File: src/hw/rtl/qyd_pkg.sv
package qyd_pkg;

    localparam int POSITION_WIDTH_DEFAULT = 12;

    localparam int TICKS_W = 13;
    localparam int SCALE_W = 16;
    localparam int ANGLE_W = 12;
    localparam int STEP_W  = 2;
    localparam int FRAC_W  = 16;
    localparam int APB_DATA_W = 32;
    localparam int APB_ADDR_W = 3;

    localparam logic [TICKS_W-1:0] TICKS_RESET = 13'd448;
    localparam logic [SCALE_W-1:0] SCALE_RESET = 16'd52662;

    // register index, taken from the word address
    localparam logic REG_TICKS_PER_REV = 1'b0;
    localparam logic REG_DEGREES_SCALE = 1'b1;

    // step codes, two's complement
    localparam logic signed [STEP_W-1:0] STEP_NONE = 2'sb00;
    localparam logic signed [STEP_W-1:0] STEP_FWD  = 2'sb01;
    localparam logic signed [STEP_W-1:0] STEP_BACK = 2'sb11;

    // x4 decode: index is {old_a, old_b, new_a, new_b}
    function automatic logic signed [STEP_W-1:0] step_lookup(input logic [3:0] idx);
        logic signed [STEP_W-1:0] s;
        unique case (idx)
            4'h1, 4'h7, 4'h8, 4'he: s = STEP_FWD;
            4'h2, 4'h4, 4'hb, 4'hd: s = STEP_BACK;
            default:                s = STEP_NONE;
        endcase
        return s;
    endfunction

endpackage

File: src/hw/rtl/qyd_wrap.sv
module qyd_wrap #(
    parameter int POSITION_WIDTH = qyd_pkg::POSITION_WIDTH_DEFAULT
) (
    input  logic [POSITION_WIDTH-1:0]          i_position,
    input  logic [qyd_pkg::TICKS_W-1:0]        i_ticks_per_rev,
    input  logic signed [qyd_pkg::STEP_W-1:0]  i_step,
    input  logic                               i_ref_zero,
    output logic [POSITION_WIDTH-1:0]          o_position
);

    localparam int MOD_W = (POSITION_WIDTH + 1 > qyd_pkg::TICKS_W) ?
                           POSITION_WIDTH + 1 : qyd_pkg::TICKS_W;

    logic [MOD_W-1:0] ticks_ext;
    logic [MOD_W-1:0] limit;
    logic [MOD_W-1:0] modulus;
    logic [MOD_W-1:0] pos_ext;
    logic [MOD_W-1:0] sum;
    logic [MOD_W-1:0] wrapped;
    logic             fwd;
    logic             back;

    assign ticks_ext = MOD_W'(i_ticks_per_rev);
    assign limit     = MOD_W'(1) << POSITION_WIDTH;
    assign pos_ext   = MOD_W'(i_position);
    assign fwd       = (i_step == qyd_pkg::STEP_FWD);
    assign back      = (i_step == qyd_pkg::STEP_BACK);

    always_comb begin
        // saturate to the counter range, and treat zero as one
        if (ticks_ext > limit) begin
            modulus = limit;
        end else if (ticks_ext == '0) begin
            modulus = MOD_W'(1);
        end else begin
            modulus = ticks_ext;
        end
    end

    assign sum = pos_ext + MOD_W'(fwd) - MOD_W'(back);

    always_comb begin
        priority if (back && (pos_ext == '0)) begin
            wrapped = modulus - MOD_W'(1);
        end else if (sum >= modulus) begin
            wrapped = '0;
        end else begin
            wrapped = sum;
        end
    end

    assign o_position = i_ref_zero ? '0 : wrapped[POSITION_WIDTH-1:0];

endmodule

File: src/hw/rtl/quadrature_yaw_decoder_core.sv
// Quadrature yaw decoder, x4 decoding with a wrapping tick position.
// Input channel: one request per sample of encoder phases A and B plus the
//   reference flag, moved when i_in_valid is high and o_in_stall is low.
// Output channel: one request per input request carrying the position, the
//   step (-1, 0, +1) and the angle in whole degrees, moved when o_out_valid
//   is high and i_out_stall is low.
// Pipeline: stage one, then stage two, the output register that drives o_out_valid.
//   Throughput: one request per cycle while i_out_stall is low; stage one runs
//   the decode table and the wrap compare, stage two the 16x16 angle multiply.
// Stall: when the receiver stalls, the output register holds; a request in
//   stage one waits behind it, and o_in_stall rises only when both stages
//   are full.
// Reset (synchronous, i_rst_n low): both stages empty, phase history and
//   position cleared to zero, registers back to 448 ticks and 52662 scale.
// Configuration: APB, ticks_per_rev at 0x0, degrees_scale at 0x4; write only
//   while the pipeline is empty.
module quadrature_yaw_decoder_core #(
    parameter int POSITION_WIDTH = qyd_pkg::POSITION_WIDTH_DEFAULT
) (
    input  logic                                i_clk,
    input  logic                                i_rst_n,

    input  logic                                i_in_valid,
    output logic                                o_in_stall,
    input  logic                                i_phase_a,
    input  logic                                i_phase_b,
    input  logic                                i_ref_zero,

    output logic                                o_out_valid,
    input  logic                                i_out_stall,
    output logic [POSITION_WIDTH-1:0]           o_position,
    output logic signed [qyd_pkg::STEP_W-1:0]   o_step,
    output logic [qyd_pkg::ANGLE_W-1:0]         o_angle_deg,

    input  logic                                psel,
    input  logic                                penable,
    input  logic                                pwrite,
    input  logic [qyd_pkg::APB_ADDR_W-1:0]      paddr,
    input  logic [qyd_pkg::APB_DATA_W-1:0]      pwdata,
    output logic [qyd_pkg::APB_DATA_W-1:0]      prdata,
    output logic                                pready
);

    localparam int PROD_W = 2 * qyd_pkg::SCALE_W;

    // configuration registers
    logic [qyd_pkg::TICKS_W-1:0] r_ticks_per_rev;
    logic [qyd_pkg::SCALE_W-1:0] r_degrees_scale;
    logic                        cfg_write;
    logic                        cfg_index;

    // decoder state; r_tick_position doubles as the stage-one position
    logic                         r_last_a;
    logic                         r_last_b;
    logic [POSITION_WIDTH-1:0]    r_tick_position;
    logic [POSITION_WIDTH-1:0]    n_tick_position;

    // stage one
    logic                             r_s1_valid;
    logic signed [qyd_pkg::STEP_W-1:0] r_s1_step;
    logic signed [qyd_pkg::STEP_W-1:0] n_step;

    // stage two, the output register
    logic                              r_out_valid;
    logic [POSITION_WIDTH-1:0]         r_out_position;
    logic signed [qyd_pkg::STEP_W-1:0] r_out_step;
    logic [qyd_pkg::ANGLE_W-1:0]       r_out_angle;
    logic [PROD_W-1:0]                 product;

    logic adv_out;
    logic adv_s1;
    logic in_accept;

    // ---------------- configuration port ----------------
    assign pready    = 1'b1;
    assign cfg_write = psel && penable && pwrite && pready;
    assign cfg_index = paddr[2];

    always_ff @(posedge i_clk) begin
        if (!i_rst_n) begin
            r_ticks_per_rev <= qyd_pkg::TICKS_RESET;
            r_degrees_scale <= qyd_pkg::SCALE_RESET;
        end else if (cfg_write) begin
            unique case (cfg_index)
                qyd_pkg::REG_TICKS_PER_REV: r_ticks_per_rev <= pwdata[qyd_pkg::TICKS_W-1:0];
                qyd_pkg::REG_DEGREES_SCALE: r_degrees_scale <= pwdata[qyd_pkg::SCALE_W-1:0];
                default: ;
            endcase
        end
    end

    always_comb begin
        unique case (cfg_index)
            qyd_pkg::REG_TICKS_PER_REV: prdata = qyd_pkg::APB_DATA_W'(r_ticks_per_rev);
            qyd_pkg::REG_DEGREES_SCALE: prdata = qyd_pkg::APB_DATA_W'(r_degrees_scale);
            default:                    prdata = '0;
        endcase
    end

    // ---------------- pipeline flow ----------------
    // advance the output register whenever it is empty or being drained;
    // stage one moves whenever the output register can take its request
    assign adv_out    = !r_out_valid || !i_out_stall;
    assign adv_s1     = !r_s1_valid || adv_out;
    assign o_in_stall = !adv_s1;
    assign in_accept  = i_in_valid && adv_s1;

    // ---------------- stage one: decode and wrap ----------------
    assign n_step = qyd_pkg::step_lookup({r_last_a, r_last_b, i_phase_a, i_phase_b});

    qyd_wrap #(
        .POSITION_WIDTH (POSITION_WIDTH)
    ) u_wrap (
        .i_position      (r_tick_position),
        .i_ticks_per_rev (r_ticks_per_rev),
        .i_step          (n_step),
        .i_ref_zero      (i_ref_zero),
        .o_position      (n_tick_position)
    );

    always_ff @(posedge i_clk) begin
        if (!i_rst_n) begin
            r_s1_valid      <= 1'b0;
            r_last_a        <= 1'b0;
            r_last_b        <= 1'b0;
            r_tick_position <= '0;
        end else if (adv_s1) begin
            r_s1_valid <= i_in_valid;
            if (i_in_valid) begin
                r_last_a        <= i_phase_a;
                r_last_b        <= i_phase_b;
                r_tick_position <= n_tick_position;
            end
        end
    end

    always_ff @(posedge i_clk) begin
        if (in_accept) begin
            r_s1_step <= n_step;
        end
    end

    // ---------------- stage two: angle multiply ----------------
    // whole degrees are the integer part of the 16.16 product
    assign product = qyd_pkg::SCALE_W'(r_tick_position) * r_degrees_scale;

    always_ff @(posedge i_clk) begin
        if (!i_rst_n) begin
            r_out_valid <= 1'b0;
        end else if (adv_out) begin
            r_out_valid <= r_s1_valid;
        end
    end

    always_ff @(posedge i_clk) begin
        if (adv_out && r_s1_valid) begin
            r_out_position <= r_tick_position;
            r_out_step     <= r_s1_step;
            r_out_angle    <= product[qyd_pkg::FRAC_W +: qyd_pkg::ANGLE_W];
        end
    end

    assign o_out_valid = r_out_valid;
    assign o_position  = r_out_position;
    assign o_step      = r_out_step;
    assign o_angle_deg = r_out_angle;

`ifndef NO_ASSERTIONS
    // a reference mark leaves the position at zero
    a_ref_clears: assert property (@(posedge i_clk) disable iff (!i_rst_n)
        in_accept && i_ref_zero |=> r_tick_position == '0)
        else $error("position not cleared by reference mark");

    // a stage-one request held behind a stalled output is not lost
    a_s1_holds: assert property (@(posedge i_clk) disable iff (!i_rst_n)
        r_s1_valid && !adv_out |=> r_s1_valid && $stable(r_tick_position))
        else $error("stage one dropped a request under stall");

    // input stalls only when both stages are full and the output is stalled
    a_stall_full: assert property (@(posedge i_clk) disable iff (!i_rst_n)
        o_in_stall |-> r_s1_valid && r_out_valid && i_out_stall)
        else $error("input stalled with room in the pipeline");

    // the decode table never yields the unused step code
    a_step_legal: assert property (@(posedge i_clk) disable iff (!i_rst_n)
        r_s1_valid |-> r_s1_step != 2'sb10)
        else $error("illegal step code in stage one");

    // a stage-one request reaches the output register on the next edge
    a_s1_to_out: assert property (@(posedge i_clk) disable iff (!i_rst_n)
        r_s1_valid && adv_out |=> r_out_valid)
        else $error("stage one request missed the output register");
`endif

endmodule
File: config.mk
export PLATFORM = sky130hd
export DESIGN_NAME = quadrature_yaw_decoder_core
export DESIGN_NICKNAME = d
export VERILOG_FILES = /design/src/hw/rtl/qyd_pkg.sv /design/src/hw/rtl/qyd_wrap.sv /design/src/hw/rtl/quadrature_yaw_decoder_core.sv
export SDC_FILE = /design/constraint.sdc
export NUM_CORES = 1
export LEC_CHECK = 0
export ABC_AREA = 1
export BUFFER_PORTS_ARGS = -buffer_cell sky130_fd_sc_hd__buf_2
export CAP_MARGIN = 40
export CORE_AREA = 10 10 186 188
export DETAILED_ROUTE_END_ITERATION = 7
export DIE_AREA = 0 0 196 198
export HOLD_SLACK_MARGIN = 0.05
export MAX_ROUTING_LAYER = met4
export SETUP_SLACK_MARGIN = 0.2
export SYNTH_ARGS = -nofsm -noshare
export SYNTH_HDL_FRONTEND = slang
export SYNTH_HIERARCHICAL = 1
export SYNTH_SLANG_ARGS = --single-unit
File: constraint.sdc
create_clock -name i_clk -period 5.9 [get_ports i_clk]
set_input_delay 0.885 -clock i_clk [delete_from_list [all_inputs] [get_ports i_clk]]
set_output_delay 0.885 -clock i_clk [all_outputs]
set_load 0.05 [all_outputs]
==> flow_summary.json, run 1 <==
{
  "min_period_ps": 5290,
  "p_leak_nw": 6.49,
  "drc": 0,
  "viasPerCell": 4.74,
  "slew_headroom": 0.418,
  "initial_core_util": 0.343,
  "status": "finished clean",
  "place_ws_ps": 595,
  "dieArea_mm2": 0.0388,
  "place_inst": 1896,
  "seq_area_frac_synth": 0.163,
  "die_w_um": 196,
  "dpl.hpwl_mm": 22.7,
  "postCtsSetupBuffers": 0,
  "hold_path_class": "register to register",
  "crit_buf_inv": 4,
  "synthesis.area_mm2": 0.0107,
  "antenna_found_initial": 0,
  "path_common_cell": "fa_1",
  "grt_overflow": 0,
  "cp.required_ps": 6010,
  "cts_hold_buf": 0,
  "tritoncts": "done",
  "first_pass_iters": 5,
  "gp_congestion": 0.919,
  "final_nets": 1787,
  "yosysTopAreaCellShare": 0.263,
  "clock_latency_ps": 350,
  "ys_types": 38,
  "dr_total_vias": 9061,
  "end_kind": "register",
  "synth_enable_flop_cells": 28,
  "powerDensity_mw_per_mm2": 313,
  "hold_viol": 0,
  "setup_viol": 0,
  "tns_ps": 0,
  "synth_top_cells_by_area": "fa_1 26%, nand2_1 15%, ha_1 11%, inv_1 10%, dfxtp_1 8.4%",
  "drt_iter0_drc": 404,
  "track_usage": 0.149,
  "antenna_left": 0,
  "portBuffers": 70,
  "crit_chain": "nand2_1 > fa_1 > inv_1 > fa_1 > fa_1 > fa_1 > inv_1 > fa_1 > inv_1 > ha_1 > nand2_1 > nor2_1 > inv_1 > o21ai_1 > a21oi_1 > nand3b_1 > nand2_1",
  "async_flop_share": 0,
  "num_antenna_cells": 0,
  "clk_path_buf_depth": 2,
  "worst_pin_slew_ps": 872,
  "grt_first_pass_wirelength_mm": 46.7,
  "utilization": 0.376,
  "ctsResizeCount": 0,
  "worstPathMaxFanout": 17,
  "final_layout_size_suffix_gt1_frac": 0.0848,
  "synth_warnings": 6,
  "grt_pass1_vias": 9444,
  "startpoint": "r_tick_position[5]$_SDFFE_PN0P_",
  "cts_sinks": 73,
  "grt_max_degree": 45,
  "syn_inst": 1462,
  "finalMaxSlewViolations": 0,
  "final_cell_count_no_fill": 1912,
  "worst-setup-path-type": "register to register",
  "ios": 106,
  "htree_levels": 3,
  "ys_ff_latch": 73,
  "stdcell_area_mm2": 0.0117,
  "syn-mean-instance-area_um2": 7.29,
  "worst_slack_ps": 614,
  "fin_crit_sh": 0.896,
  "area_delta_synth_final_pct": 9.52,
  "maxCapViolCount": 0,
  "peakVddDrop_mv": 0.155,
  "synth_flop_cell": "dfxtp_1",
  "place_area_mm2": 0.0114,
  "cp_slowest_cell": "dfxtp_1",
  "cp.arrival_ps": 5390,
  "coreArea_mm2": 0.0311,
  "r2r_start": "r_tick_position[5]$_SDFFE_PN0P_",
  "cts_buffers": 9,
  "row_count": 65,
  "startpoint_type": "register",
  "clock_skew_ps": 7.35,
  "max_stage_delay_ps": 800,
  "routed_wl_mm": 27.3,
  "rsz0062_at_grt": "false",
  "yosys.area.top_type": "fa_1",
  "cpLargestDelayFamily": "adder cells",
  "path_clk_slew_ps": 60,
  "clock-root-buffer": "clkbuf_16",
  "die_height_um": 198,
  "hp-start": "r_s1_step[0]$_DFFE_PP_",
  "fmax_mhz": 189,
  "wl_per_cell_um": 14.3
}
path summary, 6_finish.rpt:
| check | to | slack (ps) | cells after the start |
|---|---|---|---|
| max | o_angle_deg[11]$_DFFE_PP_ | 610 | 17 |
| min | o_step[0]$_DFFE_PP_ | 430 | 0 |
| max reg2reg | o_angle_deg[11]$_DFFE_PP_ | 610 | 17 |
| min reg2reg | o_step[0]$_DFFE_PP_ | 430 | 0 |
per-stage QoR:
stage | hold WS, ps | total power [W]
3_5_place_dp | 425 | 0.00314
6_report | 435 | 0.00365
5_1_grt | 449 | 0.00409
2_1_floorplan | 400 | 0.00255
4_1_cts | 440 | 0.00371
3_3_place_gp | 439 | 0.00313
sequential cells by signal, indices dropped and copies added, names as in the netlist:
name	flops
r_last_b	1
r_s1_step	2
o_position	12
o_step	2
r_s1_valid	1
r_ticks_per_rev	13
o_angle_deg	12
r_tick_position	12
o_out_valid	1
r_last_a	1
r_degrees_scale	16
power by group:
part           internal, W  leakage (nW)  switching, W
clock             0.000312         0.145      0.000242
combinational     0.000844          5.71       0.00157
sequential        0.000614         0.638     0.0000708
logic make-up (layout without fill, tap and decap cells):
group,after synthesis,after routing,share of synthesized area
AO/OA/AOI/OAI,137,137,0.0705
flip-flops,73,73,0.163
adder cells (fa/ha/maj),237,237,0.377
XOR/XNOR,15,15,0.0123
buffers and inverters,373,406,0.140
other,2,17,0.000704
AND/OR/NAND/NOR,625,625,0.237
area by class of cell:
class                   instances  area, um^2
well taps                     402         503
multi-input cells            1031        7500
inverters                     299        1120
clock buffers                  11         254
fillers                      3302       19400
repair buffers                 91         520
clock inverters                 5        36.3
flip-flops and latches         73        1740
Yosys cell counts (6+ instances only):
master	n
nand3_1	53
ha_1	97
o21ai_1	12
o21ai_0	49
dfxtp_1	45
nand2_2	10
a21oi_1	52
a21o_1	8
buf_2	8
clkbuf_1	46
nand2_1	417
xor2_1	11
edfxtp_1	28
nor2_1	112
buf_4	18
nor2_2	6
fa_1	140
nor3_1	13
inv_1	298
cells in the final DEF (no fill, tap or decap), types with 10 or more instances in the layout:
cell type and count:
a21oi_1 51, buf_2 70, buf_4 20, clkbuf_16 10, conb_1 17, dfxtp_1 45
edfxtp_1 28, fa_1 140, ha_1 97, inv_1 298, nand2_1 417, nand2_2 10
nand3_1 53, nor2_1 112, nor3_1 13, o21ai_0 49, o21ai_1 12, xor2_1 11
layer usage:
layer	vias up	global-route usage	wire, um
met5	-	-	0
met4	0	0.0342	393
met3	25	0.0173	963
met2	194	0.249	13200
met1	4379	0.190	12700
li1	4463	-	-
Note: power is estimated with default switching activity, not from simulation.
==> run 2: changes to the inputs <==
--- a/config.mk
+++ b/config.mk
@@ -13,7 +13,9 @@
 export DIE_AREA = 0 0 196 198
 export HOLD_SLACK_MARGIN = 0.05
 export MAX_ROUTING_LAYER = met4
+export RECOVER_POWER = 50
 export SETUP_SLACK_MARGIN = 0.2
+export SLEW_MARGIN = 10
 export SYNTH_ARGS = -nofsm -noshare
 export SYNTH_HDL_FRONTEND = slang
 export SYNTH_HIERARCHICAL = 1
==> run 2 against run 1 <==
  * Die area is the same
  * Critical path depth is the same
  * Final area shrank 0.74%
  * The run now ends with max-capacitance violations, max-slew violations left
  * Highest routed layer unchanged
  * Final cell count is the same
  * Clock power is essentially flat
  * Sequential power is essentially flat
  * Flip-flop and latch count is the same
  * Clock skew grew 1.0 ps
  * Register-to-register slack is essentially flat
  * Via count is essentially flat
==> flow_summary.json, run 2 (synthesis gave the netlist of run 1 again) <==
{
  "status": "finished, violations left",
  "violations": "max-capacitance violations, max-slew violations",
  "dr_total_vias": 9066,
  "dieArea_mm2": 0.0388,
  "cp.required_ps": 6000,
  "reg_top3": "r_degrees_scale: 16 flops, r_ticks_per_rev: 13 flops",
  "final_layout_size_suffix_gt1_frac": 0.0603,
  "antenna_left": 0,
  "crit_chain": "clkbuf_1 > nand2_1 > fa_1 > fa_1 > inv_1 > fa_1 > fa_1 > fa_1 > ha_1 > a21oi_1 > o21ai_0 > a21oi_1 > nand2_2 > nand2_1 > nand2_1 > nand2_1 > nand2_1",
  "reg2reg_slack_ps": 610,
  "multi_input_area_mm2": 0.00749,
  "fmax_mhz": 189,
  "wl_per_cell_um": 14.3,
  "crit_buf_inv": 2,
  "whs_path_depth": 0,
  "grt_pass1_vias": 9478,
  "slew_headroom": -0.194,
  "drc": 0,
  "powerDensity_mw_per_mm2": 315,
  "clock_skew_ps": 8.39,
  "finalMaxSlewViolations": 45,
  "startpoint_type": "register",
  "num_antenna_cells": 0,
  "area_delta_synth_final_pct": 8.71,
  "nFillCells": 3339,
  "worst_pin_slew_ps": 1790,
  "p_leak_nw": 6.38,
  "cts_buffers": 9,
  "final_nets": 1787,
  "grt_first_pass_wirelength_mm": 46.8,
  "viasPerCell": 4.74,
  "track_usage": 0.149,
  "die_w_um": 196,
  "dpl.hpwl_mm": 22.7,
  "peakVddDrop_mv": 0.172,
  "hold_path_class": "register to register",
  "drt_iter0_drc": 426,
  "antenna_found_initial": 0,
  "cp.arrival_ps": 5390,
  "final_common_cell": "nand2_1",
  "cp_slowest_cell": "dfxtp_1",
  "tns_ps": 0,
  "coreArea_mm2": 0.0311,
  "clk_path_buf_depth": 2,
  "initial_core_util": 0.343,
  "regArea_mm2": 0.00174,
  "row_count": 65,
  "routed_wl_mm": 27.4,
  "ctsResizeCount": 0,
  "hold_viol": 0,
  "rsz0062_at_grt": "false",
  "tritoncts": "done",
  "worstPathMaxFanout": 12,
  "htree_levels": 3,
  "final_cell_count_no_fill": 1912,
  "fin_crit_sh": 0.896,
  "first_pass_iters": 5,
  "r2r-end": "o_angle_deg[6]$_DFFE_PP_",
  "postCtsSetupBuffers": 0,
  "cts_hold_buf": 0,
  "cts_sinks": 73,
  "maxCapViolCount": 1,
  "grt_max_degree": 45,
  "min_period_ps": 5290,
  "layout_common_cells": "417 x nand2_1, 298 x inv_1, 140 x fa_1, 112 x nor2_1, 97 x ha_1",
  "r2r_cells": 17,
  "ios": 106,
  "worst-setup-path-type": "register to register",
  "portBuffers": 70,
  "largest-register": "r_degrees_scale",
  "max_stage_delay_ps": 640,
  "die_height_um": 198,
  "r2r_start": "r_tick_position[7]$_SDFFE_PN0P_",
  "end_kind": "register",
  "clock-root-buffer": "clkbuf_16",
  "path_clk_slew_ps": 60,
  "hold-path-endpoint": "o_step[0]$_DFFE_PP_",
  "largest_reg_flops": 16,
  "gp_congestion": 0.919,
  "clock_latency_ps": 350,
  "grt_overflow": 0,
  "cpLargestDelayFamily": "adder cells",
  "hp-start": "r_s1_step[0]$_DFFE_PP_",
  "place_inst": 1896,
  "setup_viol": 0
}
==> run 2: cell types whose count changed in the layout (fill, tap and decap cells not counted) <==
| cell | before | now |
|---|---|---|
| clkbuf_1 | 1 | 37 |
| buf_2 | 70 | 41 |
| buf_4 | 20 | 14 |
| a21oi_1 | 51 | 52 |
| a21oi_4 | 1 | 0 |
| buf_12 | 1 | 0 |
==> run 2: where the power goes <==
| group | total, W | switching [W] | leakage [nW] | internal (W) |
|---|---|---|---|---|
| logic | 0.00241 | 0.00158 | 5.59 | 0.000830 |
| registers | 0.000686 | 0.0000713 | 0.638 | 0.000614 |
| clock network | 0.000555 | 0.000243 | 0.145 | 0.000312 |
| total | 0.00365 | 0.00189 | 6.38 | 0.00176 |
==> run 2: metrics by stage <==
stage / setup WS (ps) / hold WS (ps) / util / total power [W] / cell area (um^2)
after floorplan: 944 / 400 / - / 0.00255 / 10700
final: 614 / 430 / 0.373 / 0.00365 / 11600
after global routing: 211 / 450 / 0.373 / 0.00409 / 11600
after detailed placement: 625 / 424 / 0.366 / 0.00314 / 11400
after global placement: 618 / 439 / 0.366 / 0.00313 / 11400
after CTS: 628 / 439 / 0.376 / 0.00371 / 11700
==> run 2: layout make-up <==
class,count,share of cell area
Multi-Input combinational cell,1031,0.646
Sequential cell,73,0.150
Inverter,299,0.0968
Tap cell,402,0.0434
Timing Repair Buffer,91,0.0384
Clock buffer,11,0.0219
Clock inverter,5,0.00313
==> run 2: worst max-delay path by stage <==
stage                                     startpoint                               end  slack, ps  cells after the start
finish               r_tick_position[7]$_SDFFE_PN0P_          o_angle_deg[6]$_DFFE_PP_        610                     17
global route         r_tick_position[7]$_SDFFE_PN0P_         o_angle_deg[11]$_DFFE_PP_        210                     19
CTS                 r_tick_position[11]$_SDFFE_PN0P_         o_angle_deg[11]$_DFFE_PP_        630                     20
detailed placement                         i_phase_a   r_tick_position[6]$_SDFFE_PN0P_        620                     23
global placement                           i_phase_a  r_tick_position[10]$_SDFFE_PN0P_        620                     23
floorplan            r_tick_position[8]$_SDFFE_PN0P_          o_angle_deg[8]$_DFFE_PP_        940                     19
==> run 2: routing by layer <==
layer  vias to the layer above  track usage  wire [um]  part of all wire
met1                      4390        0.189      12800              0.47
met2                       197        0.252      13200              0.48
met4                         0       0.0334        397             0.015
li1                       4455            -          -                 -
met3                        24       0.0164        950             0.035
met5                         -            -          0                 0
==> run 3: changes to the inputs <==
--- a/config.mk
+++ b/config.mk
@@ -13,7 +13,7 @@
 export DIE_AREA = 0 0 196 198
 export HOLD_SLACK_MARGIN = 0.05
 export MAX_ROUTING_LAYER = met4
-export RECOVER_POWER = 50
+export RECOVER_POWER = 25
 export SETUP_SLACK_MARGIN = 0.2
 export SLEW_MARGIN = 10
 export SYNTH_ARGS = -nofsm -noshare
==> run 3 against run 2 <==
  * Largest cell class unchanged
  * The flow now finishes without violations
  * Final cell count did not move
  * Clock skew increased by 0.68 ps
  * Largest power group unchanged
  * Clock-buffer cell count is the same
==> flow_summary.json, run 3 (synthesis gave the netlist of run 1 again) <==
{
  "status": "finished clean",
  "cp.arrival_ps": 5400,
  "p_total_w": 0.00366,
  "worst-setup-path-type": "register to register",
  "tns_ps": 0,
  "viasPerCell": 4.75,
  "clk_path_buf_depth": 2,
  "die_w_um": 196,
  "crit_chain": "clkbuf_1 > nand2_1 > fa_1 > fa_1 > inv_1 > fa_1 > fa_1 > fa_1 > ha_1 > a21oi_1 > o21ai_0 > a21oi_1 > nand2_2 > nand2_1 > nand2_1 > nand2_1 > nand2_1",
  "clock_latency_ps": 360,
  "cts_buffers": 9,
  "utilization": 0.374,
  "hold_path_class": "register to register",
  "place_inst": 1896,
  "routed_wl_mm": 27.3,
  "first_pass_iters": 5,
  "rsz0062_at_grt": "false",
  "cpLargestDelayFamily": "adder cells",
  "fin_crit_sh": 0.898,
  "final_layout_size_suffix_gt1_frac": 0.0788,
  "postCtsSetupBuffers": 0,
  "coreArea_mm2": 0.0311,
  "p_leak_nw": 6.46,
  "final_nets": 1787,
  "wl_per_cell_um": 14.3,
  "area_delta_synth_final_pct": 9.04,
  "end_kind": "register",
  "drc": 0,
  "grt_overflow": 0,
  "grt_pass1_vias": 9478,
  "reg_top3": "r_degrees_scale: 16 flops, r_ticks_per_rev: 13 flops",
  "initial_core_util": 0.343,
  "final_common_cell": "nand2_1",
  "drt_iter0_drc": 427,
  "die_height_um": 198,
  "worstPathMaxFanout": 12,
  "dieArea_mm2": 0.0388,
  "hold_viol": 0,
  "portBuffers": 70,
  "antenna_left": 0,
  "cp_slowest_cell": "dfxtp_1",
  "fmax_mhz": 189,
  "startpoint_type": "register",
  "cts_sinks": 73,
  "ctsResizeCount": 0,
  "dpl.hpwl_mm": 22.7,
  "row_count": 65,
  "dr_total_vias": 9079,
  "maxCapViolCount": 0,
  "slew_headroom": 0.0895,
  "antenna_found_initial": 0,
  "clock_skew_ps": 9.07,
  "layout_common_cells": "417 x nand2_1, 298 x inv_1, 140 x fa_1, 112 x nor2_1, 97 x ha_1",
  "final_cell_count_no_fill": 1912,
  "worst_pin_slew_ps": 1370,
  "setup_viol": 0,
  "path_clk_slew_ps": 60,
  "grt_first_pass_wirelength_mm": 46.8,
  "clock-root-buffer": "clkbuf_16",
  "num_antenna_cells": 0,
  "crit_buf_inv": 2,
  "max_stage_delay_ps": 640,
  "peakVddDrop_mv": 0.173,
  "cp.required_ps": 6000,
  "largest-register": "r_degrees_scale",
  "track_usage": 0.149,
  "grt_max_degree": 45,
  "finalMaxSlewViolations": 0,
  "cts_hold_buf": 0,
  "largest_reg_flops": 16,
  "tritoncts": "done",
  "min_period_ps": 5300,
  "powerDensity_mw_per_mm2": 315,
  "gp_congestion": 0.919,
  "hold-worst-slack_ps": 430,
  "ios": 106,
  "htree_levels": 3
}
-- run 3: cell types whose count changed in the layout (fill, tap and decap cells not counted), sizes merged --
cell / previous run / this run
buf: 55 / 83
clkbuf: 47 / 19
-- run 3: final timing paths --
check | from | end | slack [ps] | cells after the start
min reg2reg | r_s1_step[0]$_DFFE_PP_ | o_step[0]$_DFFE_PP_ | 430 | 0
max reg2reg | r_tick_position[7]$_SDFFE_PN0P_ | o_angle_deg[6]$_DFFE_PP_ | 600 | 17
min | r_s1_step[0]$_DFFE_PP_ | o_step[0]$_DFFE_PP_ | 430 | 0
max | r_tick_position[7]$_SDFFE_PN0P_ | o_angle_deg[6]$_DFFE_PP_ | 600 | 17
-- run 3: worst reg2reg max path, cell delays in order (launching register included) --
cell and delay, ps:
dfxtp_1 640, clkbuf_1 460, nand2_1 140, fa_1 460, fa_1 540, inv_1 50, fa_1 470, fa_1 520
fa_1 530, ha_1 360, a21oi_1 220, o21ai_0 120, a21oi_1 170, nand2_2 100, nand2_1 90, nand2_1 50
nand2_1 50, nand2_1 50
-- run 3: where the power goes --
part           switching, W  internal (W)  total (W)
Sequential        0.0000702      0.000614   0.000684
Clock              0.000244      0.000312   0.000556
Combinational       0.00158      0.000839    0.00242
-- run 3: per-stage QoR --
| step | setup WS, ps | instance area, um^2 |
|---|---|---|
| after CTS | 628 | 11700 |
| after detailed placement | 625 | 11400 |
| after global placement | 618 | 11400 |
| after floorplan | 944 | 10700 |
| final | 605 | 11600 |
| after global routing | 211 | 11600 |
-- run 3: per-layer routing --
metal,up-vias,routed length (um),GRT usage
met5,-,0,-
met4,0,397,0.0334
met3,24,856,0.0164
met2,183,13200,0.252
met1,4414,12900,0.189
li1,4458,-,-
-- run 3: layout make-up --
class,count,area [um^2]
timing repair buffer,91,480
clock inverter,5,36.3
tap,402,503
multi-input combinational,1031,7490
inverter,299,1120
sequential,73,1740
clock buffer,11,254
fill,3331,19400
